## src/design/fisp_pkg.sv

```systemverilog
`timescale 1ns / 1ps

package fisp_pkg;

  // Header bytes of a valid boot image. The third header byte only needs
  // bit 0 clear.
  localparam logic [7:0] HdrByte0 = 8'h43;
  localparam logic [7:0] HdrByte1 = 8'h59;
  localparam logic [7:0] HdrByte3 = 8'hB0;

  localparam int unsigned WordW = 32;
  localparam int unsigned ByteW = 8;

  typedef enum logic [1:0] {
    KindWrite  = 2'd0,
    KindAccept = 2'd1,
    KindReject = 2'd2
  } kind_e;

  typedef enum logic [1:0] {
    ReasonHeader    = 2'd0,
    ReasonTruncated = 2'd1,
    ReasonChecksum  = 2'd2
  } reason_e;

  typedef struct packed {
    logic [ByteW-1:0] image_byte;
    logic             end_of_image;
  } in_item_t;

  typedef struct packed {
    kind_e            kind;
    logic [WordW-1:0] address;
    logic [WordW-1:0] word_value;
    reason_e          reject_reason;
  } out_item_t;

endpackage

```

## src/design/fisp_chan_if.sv

```systemverilog
`timescale 1ns / 1ps

interface fisp_chan_if #(
  parameter type payload_t = logic
) ();
  logic     valid;
  logic     ready;
  payload_t payload;

  modport source (output valid, output payload, input ready);
  modport sink (input valid, input payload, output ready);
endinterface

```

## src/design/fisp_core.sv

```systemverilog
`timescale 1ns / 1ps

module fisp_core (
  input  logic                clk_i,
  input  logic                rst_ni,
  input  logic                step_i,
  input  fisp_pkg::in_item_t  item_i,
  output logic                res_valid_o,
  output fisp_pkg::out_item_t res_o
);

  typedef enum logic [2:0] {
    PhHeader = 3'd0,
    PhCount  = 3'd1,
    PhAddr   = 3'd2,
    PhData   = 3'd3,
    PhCheck  = 3'd4,
    PhDone   = 3'd5
  } phase_e;

  phase_e      phase_q, phase_d;
  logic [1:0]  slot_q, slot_d;
  logic [23:0] partial_q, partial_d;
  logic [31:0] remain_q, remain_d;
  logic [31:0] addr_q, addr_d;
  logic [31:0] sum_q, sum_d;

  logic [7:0]  b;
  logic        last;
  logic        hdr_ok;
  logic [31:0] word;
  logic        word_done;
  logic        verdict;
  logic        res_valid;
  fisp_pkg::out_item_t res;

  assign b    = item_i.image_byte;
  assign last = item_i.end_of_image;
  assign word = {b, partial_q};

  always_comb begin
    unique case (slot_q)
      2'd0:    hdr_ok = (b == fisp_pkg::HdrByte0);
      2'd1:    hdr_ok = (b == fisp_pkg::HdrByte1);
      2'd2:    hdr_ok = ~b[0];
      default: hdr_ok = (b == fisp_pkg::HdrByte3);
    endcase
  end

  always_comb begin
    phase_d   = phase_q;
    slot_d    = slot_q;
    partial_d = partial_q;
    remain_d  = remain_q;
    addr_d    = addr_q;
    sum_d     = sum_q;
    word_done = 1'b0;
    verdict   = 1'b0;
    res_valid = 1'b0;
    res.kind          = fisp_pkg::KindReject;
    res.address       = '0;
    res.word_value    = '0;
    res.reject_reason = fisp_pkg::ReasonHeader;

    // Byte gathering. Header bytes are checked one at a time; the other
    // active phases assemble little-endian words.
    unique case (phase_q)
      PhHeader: begin
        if (!hdr_ok) begin
          res_valid = 1'b1;
          verdict   = 1'b1;
          phase_d   = PhDone;
        end else if (slot_q == 2'd3) begin
          slot_d  = 2'd0;
          phase_d = PhCount;
        end else begin
          slot_d = slot_q + 2'd1;
        end
      end
      PhCount, PhAddr, PhData, PhCheck: begin
        if (slot_q == 2'd3) begin
          partial_d = '0;
          slot_d    = 2'd0;
          word_done = 1'b1;
        end else begin
          unique case (slot_q)
            2'd0:    partial_d[7:0]   = b;
            2'd1:    partial_d[15:8]  = b;
            default: partial_d[23:16] = b;
          endcase
          slot_d = slot_q + 2'd1;
        end
      end
      default: ;
    endcase

    // A completed word acts according to the phase it belongs to.
    if (word_done) begin
      unique case (phase_q)
        PhCount: begin
          remain_d = word;
          phase_d  = PhAddr;
        end
        PhAddr: begin
          addr_d  = word;
          phase_d = (remain_q == '0) ? PhCheck : PhData;
        end
        PhData: begin
          sum_d             = sum_q + word;
          res_valid         = ~last;
          res.kind          = fisp_pkg::KindWrite;
          res.address       = addr_q;
          res.word_value    = word;
          addr_d            = addr_q + 32'd4;
          remain_d          = remain_q - 32'd1;
          if (remain_q == 32'd1) begin
            phase_d = PhCount;
          end
        end
        default: begin
          res_valid = 1'b1;
          verdict   = 1'b1;
          phase_d   = PhDone;
          if (word == sum_q) begin
            res.kind       = fisp_pkg::KindAccept;
            res.address    = addr_q;
            res.word_value = sum_q;
          end else begin
            res.reject_reason = fisp_pkg::ReasonChecksum;
          end
        end
      endcase
    end

    // The last byte of an image closes it: with no verdict yet the image is
    // truncated, and all state returns to its reset value.
    if (last) begin
      if (!verdict) begin
        if (phase_d != PhDone) begin
          res_valid         = 1'b1;
          res.kind          = fisp_pkg::KindReject;
          res.address       = '0;
          res.word_value    = '0;
          res.reject_reason = fisp_pkg::ReasonTruncated;
        end else begin
          res_valid = 1'b0;
        end
      end
      phase_d   = PhHeader;
      slot_d    = '0;
      partial_d = '0;
      remain_d  = '0;
      addr_d    = '0;
      sum_d     = '0;
    end
  end

  always_ff @(posedge clk_i or negedge rst_ni) begin
    if (!rst_ni) begin
      phase_q   <= PhHeader;
      slot_q    <= '0;
      partial_q <= '0;
      remain_q  <= '0;
      addr_q    <= '0;
      sum_q     <= '0;
    end else if (step_i) begin
      phase_q   <= phase_d;
      slot_q    <= slot_d;
      partial_q <= partial_d;
      remain_q  <= remain_d;
      addr_q    <= addr_d;
      sum_q     <= sum_d;
    end
  end

  assign res_valid_o = res_valid;
  assign res_o       = res;

endmodule

```

## src/design/firmware_image_segment_parser.sv

```systemverilog
`timescale 1ns / 1ps
// Path: an accepted byte waits in the input register until the
// single-pass parser step writes its result into the output register.
// Throughput: one byte per cycle while the output is free or draining.
// Reset: rst_ni is asynchronous and active low; it returns the parser to
// the header phase and empties the input and output registers.

module firmware_image_segment_parser (
  input  logic         clk_i,
  input  logic         rst_ni,
  fisp_chan_if.sink    in_i,
  fisp_chan_if.source  out_o
);

  // Input register. It holds one byte request until the parser step can
  // run, which needs the output register free or draining this cycle.
  logic                valid_q;
  fisp_pkg::in_item_t  item_q;
  logic                advance;

  // Output register holding one result request for the consumer.
  logic                out_valid_q;
  fisp_pkg::out_item_t out_q;

  logic                res_valid;
  fisp_pkg::out_item_t res;

  assign advance    = valid_q && (!out_valid_q || out_o.ready);
  assign in_i.ready = !valid_q || advance;

  always_ff @(posedge clk_i or negedge rst_ni) begin
    if (!rst_ni) begin
      valid_q <= 1'b0;
    end else if (in_i.ready) begin
      valid_q <= in_i.valid;
    end
  end

  always_ff @(posedge clk_i) begin
    if (in_i.ready && in_i.valid) begin
      item_q <= in_i.payload;
    end
  end

  // The parser state advances once per byte; a byte yields at most one
  // result (a word write, an accept or a reject).
  fisp_core u_core (
    .clk_i       (clk_i),
    .rst_ni      (rst_ni),
    .step_i      (advance),
    .item_i      (item_q),
    .res_valid_o (res_valid),
    .res_o       (res)
  );

  always_ff @(posedge clk_i or negedge rst_ni) begin
    if (!rst_ni) begin
      out_valid_q <= 1'b0;
    end else if (advance) begin
      out_valid_q <= res_valid;
    end else if (out_o.ready) begin
      out_valid_q <= 1'b0;
    end
  end

  always_ff @(posedge clk_i) begin
    if (advance && res_valid) begin
      out_q <= res;
    end
  end

  assign out_o.valid   = out_valid_q;
  assign out_o.payload = out_q;

endmodule
```

## src/flat_wrapper.sv

```systemverilog
// flat-port wrapper written by rule: the top's interface ports become plain ports
module firmware_image_segment_parser_flat 
  (clk_i, rst_ni, in_i_valid, in_i_payload, in_i_ready, out_o_valid, out_o_payload, out_o_ready);
  fisp_chan_if in_i_i ();
  fisp_chan_if out_o_i ();
  input  logic clk_i;
  input  logic rst_ni;
  input wire logic [$bits(in_i_i.valid)-1:0] in_i_valid;
  input wire logic [$bits(in_i_i.payload)-1:0] in_i_payload;
  output wire logic [$bits(in_i_i.ready)-1:0] in_i_ready;
  output wire logic [$bits(out_o_i.valid)-1:0] out_o_valid;
  output wire logic [$bits(out_o_i.payload)-1:0] out_o_payload;
  input wire logic [$bits(out_o_i.ready)-1:0] out_o_ready;
  assign in_i_i.valid = in_i_valid;
  assign in_i_i.payload = in_i_payload;
  assign in_i_ready = in_i_i.ready;
  assign out_o_valid = out_o_i.valid;
  assign out_o_payload = out_o_i.payload;
  assign out_o_i.ready = out_o_ready;
  firmware_image_segment_parser u_core (.clk_i(clk_i), .rst_ni(rst_ni), .in_i(in_i_i), .out_o(out_o_i));
endmodule
```

## config.mk

```make
export PLATFORM = sky130hd
export DESIGN_NAME = firmware_image_segment_parser_flat
export DESIGN_NICKNAME = d
export VERILOG_FILES = /design/src/design/fisp_pkg.sv /design/src/design/fisp_chan_if.sv /design/src/design/fisp_core.sv /design/src/design/firmware_image_segment_parser.sv /design/src/flat_wrapper.sv
export SDC_FILE = /design/constraint.sdc
export NUM_CORES = 1
export LEC_CHECK = 0
export BUFFER_PORTS_ARGS = -buffer_cell sky130_fd_sc_hd__buf_2
export CORE_MARGIN = 2
export CORE_UTILIZATION = 56
export CTS_BUF_LIST = sky130_fd_sc_hd__clkbuf_2 sky130_fd_sc_hd__clkbuf_4 sky130_fd_sc_hd__clkbuf_8
export CTS_CLUSTER_DIAMETER = 200
export DETAILED_ROUTE_END_ITERATION = 16
export PLACE_DENSITY_LB_ADDON = 0.1
export SETUP_SLACK_MARGIN = 0.3
export SLEW_MARGIN = 15
export SYNTH_ARGS = -nofsm -noshare
export SYNTH_HDL_FRONTEND = slang
export SYNTH_SLANG_ARGS = --single-unit
```

## constraint.sdc

```tcl
create_clock -name clk_i -period 3.2 [get_ports clk_i]
set_input_delay 0.48 -clock clk_i [delete_from_list [all_inputs] [get_ports clk_i]]
set_output_delay 0.48 -clock clk_i [all_outputs]
set_load 0.03 [all_outputs]
```

Word level (Yosys, flattened, before mapping):

Index checks and enable logic that the tools add are counted.

* register bits after elaboration: 65
* input bits: 5
* output and inout bits: 3
* word-level logic and storage cells: 90

* add/subtract/negate cells: 2
* equality and inequality tests: 11
* multiplexer cells: 40
* bitwise operators: 1
* reductions and logical operators: 26

Operators with widths (number)
* 24-bit two-way mux: 3
* 32-bit two-way mux: 2
* 32-bit case mux with 2 select lines: 1
* 32-bit by 1-bit == test with 1-bit output, second input constant: 1
* 32-bit logical NOT: 1
* 32-bit by 1-bit subtractor with 32-bit output, second input constant: 1
* 8-bit two-way mux: 3
* 3-bit two-way mux: 7
* 1-bit two-way mux: 18
* 3-bit AND reduction: 5
* 3-bit nonzero test: 4
* 3-bit case mux with 3 select lines: 1
* 3-bit by 2-bit == test with 1-bit output, second input constant: 2
* 2-bit two-way mux: 3
* 2-bit nonzero test: 3
* 2-bit == test, second input constant: 2
* 2-bit case mux with 2 select lines: 1
* 2-bit OR reduction: 2
* 4-bit OR reduction: 1
* 3-bit by 1-bit == test with 1-bit output, second input constant: 1
* 3-bit == test, second input constant: 1
* 1-bit logical AND: 3
* 3-bit logical NOT: 1
* 3-bit by 1-bit != test with 1-bit output, second input constant: 1
* 10 further kinds: 12

Depth between registers and ports, before layout:

Gate-level depths: netlist (run 1).

* depth after elaboration: 12
* gate-level depth with buffers: 8
* depth with buffers taken out: 7

Hierarchy:

From an unflattened synthesis (run 1), not the netlist that was laid out.

* cell total of the unflattened synthesis: 1088
* area total of the unflattened synthesis: 8844.7 µm²

By module, submodules not included
* fisp_core: instances 1, cells each 1075, area each 8669.6 µm², seq. area each 3128.0 µm²
* firmware_image_segment_parser: instances 1, cells each 13, area each 175.2 µm², seq. area each 110.1 µm²

Worst setup path before layout (run 1):

No wires, ideal clock.

* kind: register to register
* start: register u_core.u_core.slot_q[0]
* end: register u_core.u_core.remain_q[26]
* setup time: 0.078 ns
* data arrival time: 2.150 ns
* data required time: 3.122 ns
* slack: 0.972 ns
* cell stages (with the launch flop): 9
* path buffers: 2
* clock period less this slack: 2.228 ns
* cells stage by stage: dfrtp_1 -> ha_1 -> and3b_1 -> clkbuf_1 -> o211ai_4 -> or3_1 -> clkbuf_2 -> or4_1 -> a21oi_1

* word-level cells in the longest chain between the ends: 5

Ends and longest elaborated chain
* from (decl): line fisp_core.sv:22 `logic [1:0] slot_q, slot_d;`
* from (signal assigned): line fisp_core.sv:168 `slot_q <= slot_d;`
* 2-bit == test: line fisp_core.sv:81 `if (slot_q == 2'd3) begin`
* 1-bit two-way mux: line fisp_core.sv:81
* 1-bit two-way mux: line fisp_core.sv:67 `unique case (phase_q)`
* 2-bit nonzero test (no line)
* 3-bit AND reduction (no line)
* to (signal assigned): line fisp_core.sv:170 `remain_q <= remain_d;`
* to (decl): line fisp_core.sv:24 `logic [31:0] remain_q, remain_d;`

Every way passes these cells.
A chain may end at the register's enable or synchronous reset.

Worst setup path after layout (run 1):

* start: register u_core.u_core.remain_q[14]
* end: register u_core.out_q (netlist bit u_core.out_o.payload), enable pin

* word-level cells in the longest chain between the ends: 9
* elaborated cells on any way between the ends: 11
* those cells by class: 2 x eq/ne; 7 x mux; 2 x reduce/logical

Ends and longest elaborated chain
* 32-bit by 1-bit == test with 1-bit output / 32-bit logical NOT (equally long branches): line fisp_core.sv:116, fisp_core.sv:106
* 3-bit two-way mux (on tied branches): line fisp_core.sv:116, fisp_core.sv:106
* 3-bit case mux with 3 select lines (*): line fisp_core.sv:99 `unique case (phase_q)`
* 3-bit two-way mux (*): line fisp_core.sv:98 `if (word_done) begin`
* 3-bit != test (*): line fisp_core.sv:139 `if (phase_d != PhDone) begin`
* 1-bit two-way mux (*): line fisp_core.sv:139
* 1-bit two-way mux (*): line fisp_core.sv:138 `if (!verdict) begin`
* 1-bit two-way mux (*): line fisp_core.sv:137 `if (last) begin`
* 1-bit logical AND (*): line firmware_image_segment_parser.sv:67 `if (advance && res_valid) begin`
* to (signal assigned): line firmware_image_segment_parser.sv:68 `out_q <= res;`
* to (decl): line firmware_image_segment_parser.sv:23 `fisp_pkg::out_item_t out_q;`

Mark *: on every way between the ends. The rest lies on a longest branch, timed or not.

==> impl_results.rst, run 1 <==
.. list-table::
   :header-rows: 1

   * - Metric
     - Value
   * - Number of maximum-capacitance constraint violations
     - 0
   * - Switching power of the nets
     - 0.0008856 W
   * - Pre-Repair DR Iteration Count
     - 4
   * - Cell Int Power
     - ~0.0012 W
   * - Weighted congestion reported at the end of routability-driven placement
     - 0.7862
   * - TritonCTS sink count
     - 41
   * - Synth async-reset ratio
     - 0.9512
   * - Clock buffer count from CTS
     - 5
   * - R2r startpoint
     - u_core.u_core.remain_q[14]$_DFFE_PN0P_
   * - Critical path data required time
     - 3.26 ns
   * - Core box area
     - 4029 sq um
   * - H-tree level count
     - 2
   * - Post-route DRC violation count
     - 0
   * - Top Metal Used
     - met4
   * - Fmax achieved
     - 409.1 MHz
   * - Cell family with most CP delay
     - simple AND/OR/NAND/NOR gates
   * - Sequential fraction of the synthesis area
     - 0.4390
   * - Path type of the worst min-delay path
     - input port to asynchronous set/reset pin
   * - Vertical die dimension
     - 68.92 um
   * - Worst reg-to-reg setup slack
     - 0.76 ns
   * - Hold_buf cts
     - 0
   * - DR vias
     - 1,937
   * - Global-route congestion overflow total
     - 0
   * - Proportion of layout cells with a drive suffix above 1
     - 0.1007
   * - Antenna violations before repair
     - 0
   * - Number of buffers added for setup after CTS
     - 0
   * - Slew HR
     - 0.4260
   * - Post-Place Cell Area
     - 2429 sq um
   * - Clk slew on worst S/H paths
     - ~0.080 ns
   * - Proportion of power drawn by the clock network
     - 0.171
   * - Final layout net count
     - approximately 280
   * - Number of cell rows
     - 23
   * - CP Max Fanout
     - 13
   * - Bufs and invs on worst path
     - 0
   * - Maximum buffer depth of the clock tree
     - 2
   * - Maximum number of pins on one net before global-route repair
     - 40
   * - Element type at the critical path start
     - register
   * - Final core utilization
     - 0.6270
   * - Vias in the first global route
     - 1,772
   * - Antenna diode instance count
     - 0
   * - Final sum of negative setup slack
     - 0 ns
   * - HPWL after detailed placement
     - about 3.3 mm
   * - Die width
     - 68.92 um
   * - Critical path endpoint category
     - register
   * - # setup viols final
     - 0
   * - Endpoints failing hold
     - 0
   * - #FFs+latches synth
     - 41
   * - Gate power share
     - 0.439
   * - Count of unique library cells instantiated by Yosys
     - 44
   * - Amount of wire on met2 after detailed routing
     - 2.161 mm
   * - Relative contribution of sequential cells to total power
     - 0.390
   * - Total die area
     - 4749 sq um
   * - Starting Density
     - 0.5857
   * - Proportion of total power due to net switching
     - 0.4149
   * - Cell at the root of the clock tree
     - sky130_fd_sc_hd__clkbuf_8
   * - Starting DRC count in detailed routing
     - 140
   * - Share of the clock period used by the worst path
     - 0.7639
   * - Cell area after technology mapping
     - roughly 2400 sq um
   * - Count of antenna-violating nets left after detailed routing
     - 0
   * - Post-synth net total
     - 273
   * - Routed wire length
     - roughly 4.7 mm
   * - TritonCTS clock tree
     - built
   * - Crit-path cells
     - or4_1, or2_2, nor4_1, or3_1, a31oi_1
   * - Met3 Wirelength
     - 120 um
   * - Worst R2R End
     - u_core.out_o.payload$_SDFFCE_PP0P_
   * - Worst Path Arrival
     - 2.50 ns
   * - Standby leakage power
     - 1.074 nW
   * - Number of cells in the finished layout apart from fillers
     - roughly 320
   * - Area added between synthesis and finish
     - 7.052%
   * - Port buffer count
     - 7
   * - Final critical path time including I/O delays and setup
     - 2.445 ns
   * - Global-route usage over all layers
     - 0.2239
   * - Average detailed-routed wire length per instance
     - 14.66 um
   * - Total number of yosys warnings
     - 0
   * - Global-route wire length before repair
     - 7.921 mm
   * - Via density per instance
     - 6.091
   * - Avg Synthesized Cell Area
     - about 9 sq um
   * - Number of cell instances on the worst register-to-register path
     - 5
   * - Primary FF master, synth
     - sky130_fd_sc_hd__dfrtp_1
   * - Maximum VDD drop
     - 484.9 uV
   * - Outcome
     - finished clean
   * - Detailed-routing wirelength on met1
     - 2.311 mm
   * - Final worst clock skew
     - 0.01658 ns
   * - Category of the most critical setup path
     - register to register
   * - Power density over the cells
     - ~850 nW/um^2
   * - CP max stage cell
     - sky130_fd_sc_hd__or4_1
   * - Source-to-sink clock delay at the later pin of the worst-skew pair
     - approximately 0.3 ns
   * - RSZ-0062 raised after global routing
     - no
   * - Slew of the pin with the lowest slew margin
     - 0.8611 ns
   * - I/O pin total
     - 8
   * - Placed insts
     - between 300 and 400
   * - Cell count after synthesis
     - 263
   * - Worst Hold Slack
     - 0.2859 ns
   * - Critical Path Max Stage Delay
     - 0.75 ns
   * - Number of synthesized flops with an enable pin
     - 2
   * - Max Slew Vio Count
     - 0
   * - # resized after CTS
     - 0
   * - Design area
     - 2526 sq um
synthesized netlist by cell type (all sizes together), types with 5 or more instances:
master	count	share of area
ha	5	0.027
clkbuf	12	0.020
o21ai	21	0.045
nor2	31	0.049
or4	9	0.029
dfrtp	39	0.41
or2	5	0.013
nor4	20	0.062
o211ai	5	0.024
or3	10	0.027
nor3	8	0.017
xnor2	14	0.052
o31ai	5	0.016
a21oi	14	0.030
nand2	19	0.030
inv	8	0.013
through the flow:
stage                     total power [W]  worst slack, ns
after detailed placement         0.001772           0.7307
final                            0.002135           0.7554
after global routing             0.002309           0.6046
after CTS                        0.002144           0.7443
after floorplan                  0.001560           0.9721
after global placement           0.001762           0.7756
power by group through the flow:
| stage | Combinational [W] | Clock [W] | Sequential [W] |
|---|---|---|---|
| floorplan | 0.000750 | 0 | 0.000810 |
| global placement | 0.000924 | 0 | 0.000838 |
| detailed placement | 0.000934 | 0 | 0.000838 |
| CTS | 0.000941 | 0.000374 | 0.000829 |
| global route | 0.00106 | 0.000396 | 0.000856 |
| finish | 0.000938 | 0.000365 | 0.000832 |
logic make-up after synthesis:
family                   after synthesis  synth area share
multiplexers                           1          0.004242
flip-flops                            41            0.4390
AND/OR/NAND/NOR                      121            0.2794
XOR/XNOR                              15           0.05568
AO/OA/AOI/OAI                         59            0.1607
buffers and inverters                 21           0.03446
adder cells (fa/ha/maj)                5           0.02651
sequential cells by signal (all words and copies together) (netlist names):
name                    count
u_core.item_q               1
u_core.out_o.payload        1
u_core.out_o.valid          1
u_core.u_core.phase_q       3
u_core.u_core.remain_q     32
u_core.u_core.slot_q        2
u_core.valid_q              1
placed cells by master, fill, tap and decap left out, types with 2 or more instances in the layout:
master,count
sky130_fd_sc_hd__clkbuf_8,6
sky130_fd_sc_hd__nor3_1,8
sky130_fd_sc_hd__o21ai_0,21
sky130_fd_sc_hd__clkbuf_4,2
sky130_fd_sc_hd__nand2b_1,4
sky130_fd_sc_hd__o31ai_1,5
sky130_fd_sc_hd__nand4_1,4
sky130_fd_sc_hd__or2_2,5
sky130_fd_sc_hd__o211ai_1,3
sky130_fd_sc_hd__edfxtp_1,2
sky130_fd_sc_hd__nand2_1,19
sky130_fd_sc_hd__o31a_1,2
sky130_fd_sc_hd__or3_1,10
sky130_fd_sc_hd__and3_1,2
sky130_fd_sc_hd__nor2_1,31
sky130_fd_sc_hd__a31oi_1,4
sky130_fd_sc_hd__a21oi_1,14
sky130_fd_sc_hd__dfrtp_1,39
sky130_fd_sc_hd__o41ai_1,2
sky130_fd_sc_hd__xnor2_1,14
sky130_fd_sc_hd__buf_2,7
sky130_fd_sc_hd__and2_1,2
sky130_fd_sc_hd__buf_4,3
sky130_fd_sc_hd__nand3_1,2
sky130_fd_sc_hd__inv_1,8
sky130_fd_sc_hd__or4_1,9
sky130_fd_sc_hd__nor4_1,18
sky130_fd_sc_hd__ha_1,5
area by class of cell:
class                           instances  area [sq um]
Timing Repair Buffer                   10         57.56
Tap cell                               50         62.56
Multi-Input combinational cell        201          1242
Inverter                                8         30.03
Fill cell                             359          1503
Sequential cell                        41          1036
Clock buffer                            8         97.59
metal layers:
layer,up-vias,track usage
li1,970,-
met1,935,0.3017
met3,8,0.04870
met2,24,0.3678
met4,0,0.05637
met5,-,0
worst max-delay path by stage:
| stage | startpoint | end | cells after the start |
|---|---|---|---|
| after floorplan | u_core.u_core.slot_q[0]$_DFFE_PN0P_ | u_core.u_core.remain_q[26]$_DFFE_PN0P_ | 8 |
| after global placement | u_core.u_core.remain_q[14]$_DFFE_PN0P_ | u_core.out_o.payload$_SDFFCE_PP0P_ | 5 |
| after detailed placement | u_core.u_core.remain_q[14]$_DFFE_PN0P_ | u_core.out_o.payload$_SDFFCE_PP0P_ | 5 |
| after global routing | u_core.u_core.remain_q[14]$_DFFE_PN0P_ | u_core.out_o.payload$_SDFFCE_PP0P_ | 5 |
| after CTS | u_core.u_core.remain_q[14]$_DFFE_PN0P_ | u_core.out_o.payload$_SDFFCE_PP0P_ | 5 |
| final | u_core.u_core.remain_q[14]$_DFFE_PN0P_ | u_core.out_o.payload$_SDFFCE_PP0P_ | 5 |
Note: power is estimated with default switching activity, not from simulation.
==> run 2, diff against run 1 <==
clock period = 2.3 ns   (was 3.2 ns; I/O delays follow)
==> run 2 against run 1 <==
- clock power grew 87%
- die area stayed put
- wire length up 23%
- power increased by 82%
- setup slack lost 0.57 ns
- core utilization is 11 points higher
- critical path depth stayed put
- non-clock buffer count increased by 21
- cell area up 18%
- critical endpoint is now u_core.u_core.remain_q[29]$_DFFE_PN0P_
- highest routed layer unchanged
==> impl_results.rst, run 2 (synthesized netlist as in run 1, its figures left out) <==
.. list-table::
   :header-rows: 1

   * - Metric
     - Value
   * - Worst reg-to-reg setup slack
     - 0.18 ns
   * - Commonest non-fill, non-tap cells in the layout
     - sky130_fd_sc_hd__dfrtp_1 (36), sky130_fd_sc_hd__nor2_1 (31), sky130_fd_sc_hd__buf_4 (20), sky130_fd_sc_hd__nand2_1 (19), sky130_fd_sc_hd__o21ai_0 (19)
   * - Global-route usage over all layers
     - 0.2510
   * - Slew HR
     - 0.4125
   * - Port buffer count
     - 7
   * - Starting Density
     - 0.5857
   * - Final layout net count
     - 298
   * - Power density over the cells
     - 1297 nW/um^2
   * - Post-route DRC violation count
     - 0
   * - Final sum of negative setup slack
     - 0 ns
   * - Largest register by flop count
     - u_core.u_core.remain_q
   * - I/O pin total
     - 8
   * - Maximum number of pins on one net before global-route repair
     - 40
   * - Endpoints failing hold
     - 0
   * - Clk slew on worst S/H paths
     - around 0.08 ns
   * - HPWL after detailed placement
     - about 3.5 mm
   * - Die width
     - ~69 um
   * - Routed wire length
     - 5.716 mm
   * - Slew of the pin with the lowest slew margin
     - between 0.8 and 0.9 ns
   * - TritonCTS clock tree
     - built
   * - Source-to-sink clock delay at the later pin of the worst-skew pair
     - between 0.2 and 0.3 ns
   * - Cell family with most CP delay
     - simple AND/OR/NAND/NOR gates
   * - R2r startpoint
     - u_core.u_core.remain_q[17]$_DFFE_PN0P_
   * - Vertical die dimension
     - ~69 um
   * - Standby leakage power
     - 1.256 nW
   * - Maximum buffer depth of the clock tree
     - 2
   * - Pre-Repair DR Iteration Count
     - 4
   * - Biggest registers after layout
     - u_core.u_core.remain_q x32, u_core.u_core.phase_q x3, u_core.u_core.slot_q x2
   * - Element type at the critical path start
     - register
   * - Hold_buf cts
     - 0
   * - CP Max Fanout
     - 4
   * - Total die area
     - 4749 sq um
   * - Bufs and invs on worst path
     - 0
   * - Count of antenna-violating nets left after detailed routing
     - 0
   * - Total stage count of the critical path
     - 5
   * - Category of the most critical setup path
     - register to register
   * - Worst Path Arrival
     - 2.35 ns
   * - Core box area
     - 4029 sq um
   * - Critical path data required time
     - 2.53 ns
   * - Post-Place Cell Area
     - 2520 sq um
   * - # setup viols final
     - 0
   * - Outcome
     - finished clean
   * - Weighted congestion reported at the end of routability-driven placement
     - 0.8675
   * - Path type of the worst min-delay path
     - input port to asynchronous set/reset pin
   * - Maximum VDD drop
     - ~940 uV
   * - Proportion of layout cells with a drive suffix above 1
     - 0.2941
   * - Final worst clock skew
     - 0.003352 ns
   * - Most common library cell in the layout ignoring fill and taps
     - sky130_fd_sc_hd__dfrtp_1
   * - Number of cell instances on the worst register-to-register path
     - 5
   * - Max Slew Vio Count
     - 0
   * - Number of flip-flops in the largest register
     - 32
   * - Slack of the critical path
     - 0.1811 ns
   * - Crit-path cells
     - nor4_4, nand4_1, or4_4, or3_4, a21oi_2
   * - Critical Path Max Stage Delay
     - 0.56 ns
   * - Area added between synthesis and finish
     - 26.67%
   * - Share of the clock period used by the worst path
     - 0.9213
   * - Clock buffer count from CTS
     - 5
   * - Critical path endpoint category
     - register
   * - Worst R2R End
     - u_core.u_core.remain_q[29]$_DFFE_PN0P_
   * - Pre-CTS setup slack
     - 0.1314 ns
   * - Final critical path time including I/O delays and setup
     - roughly 2.1 ns
   * - Average detailed-routed wire length per instance
     - 16.86 um
   * - Via density per instance
     - 6.171
   * - Global-route wire length before repair
     - roughly 8.8 mm
   * - H-tree level count
     - 2
   * - Number of cell rows
     - 23
   * - Starting DRC count in detailed routing
     - 135
   * - CP max stage cell
     - sky130_fd_sc_hd__or4_4
   * - Number of maximum-capacitance constraint violations
     - 0
   * - TritonCTS sink count
     - 41
   * - Fmax achieved
     - roughly 470 MHz
   * - Antenna violations before repair
     - 0
   * - Endpoint of the most critical setup path
     - u_core.u_core.remain_q[29]$_DFFE_PN0P_
   * - DR vias
     - 2,092
   * - Vias in the first global route
     - 1,976
   * - Crit. Startpoint
     - u_core.u_core.remain_q[17]$_DFFE_PN0P_
   * - Global-route congestion overflow total
     - 0
   * - Design area
     - roughly 3000 sq um
   * - Antenna diode instance count
     - 0
   * - RSZ-0062 raised after global routing
     - yes
   * - Cell at the root of the clock tree
     - sky130_fd_sc_hd__clkbuf_8
-- run 2: routing by layer --
metal,track usage,share of wire
met5,0,0
met4,0.1127,0.029
met3,0.05357,0.038
met2,0.4291,0.52
met1,0.3031,0.42
-- run 2: how the worst min path moves through the flow --
stage	startpoint	endpoint	slack, ns
finish	rst_ni	u_core.u_core.slot_q[1]$_DFFE_PN0P_	0.16
global route	in_i_payload	u_core.item_q[0]$_DFFE_PP_	0.21
CTS	rst_ni	u_core.u_core.slot_q[1]$_DFFE_PN0P_	0.19
detailed placement	u_core.u_core.remain_q[11]$_DFFE_PN0P_	u_core.u_core.remain_q[11]$_DFFE_PN0P_	0.50
global placement	u_core.u_core.remain_q[11]$_DFFE_PN0P_	u_core.u_core.remain_q[11]$_DFFE_PN0P_	0.49
floorplan	rst_ni	u_core.out_o.valid$_DFFE_PN0P_	0.05
-- run 2: repair_timing --
action                                  CTS  global route
cloned                                    0             0
pin swaps                                14            19
gates resized for setup                  21            29
endpoints found under the setup margin   11            22
buffers inserted                          9             4
-- run 2: worst register-to-register path, cell delays in order, from the launching register on --
cell and delay, ns:
sky130_fd_sc_hd__dfrtp_2 0.45, sky130_fd_sc_hd__nor4_4 0.38, sky130_fd_sc_hd__nand4_1 0.21, sky130_fd_sc_hd__or4_4 0.56, sky130_fd_sc_hd__or3_4 0.34, sky130_fd_sc_hd__a21oi_2 0.11
-- run 2: area by class of cell --
cell class | instances | area (sq um)
multi-input combinational | 201 | 1480
timing repair buffer | 31 | 242.7
tap | 50 | 62.56
clock inverter | 3 | 65.06
sequential | 41 | 1040
inverter | 8 | 30.03
clock buffer | 5 | 68.82
fill | 293 | 1040
-- run 2: stage by stage --
stage | utilization | hold WS [ns] | std cells | total power [W]
global placement | 0.6255 | 0.4917 | 318 | 0.002541
global route | 0.7419 | 0.2112 | 339 | 0.004137
finish | 0.7419 | 0.1619 | 339 | 0.003877
detailed placement | 0.6255 | 0.5047 | 318 | 0.002568
floorplan | - | 0.04941 | 263 | 0.002225
CTS | 0.6975 | 0.1900 | 335 | 0.003523
-- run 2: report_power, final --
part           internal [W]  total [W]  switching [W]
clock              0.000431   0.000684       0.000253
combinational      0.000920    0.00201        0.00109
sequential         0.000932    0.00118       0.000250
total               0.00228    0.00388        0.00159
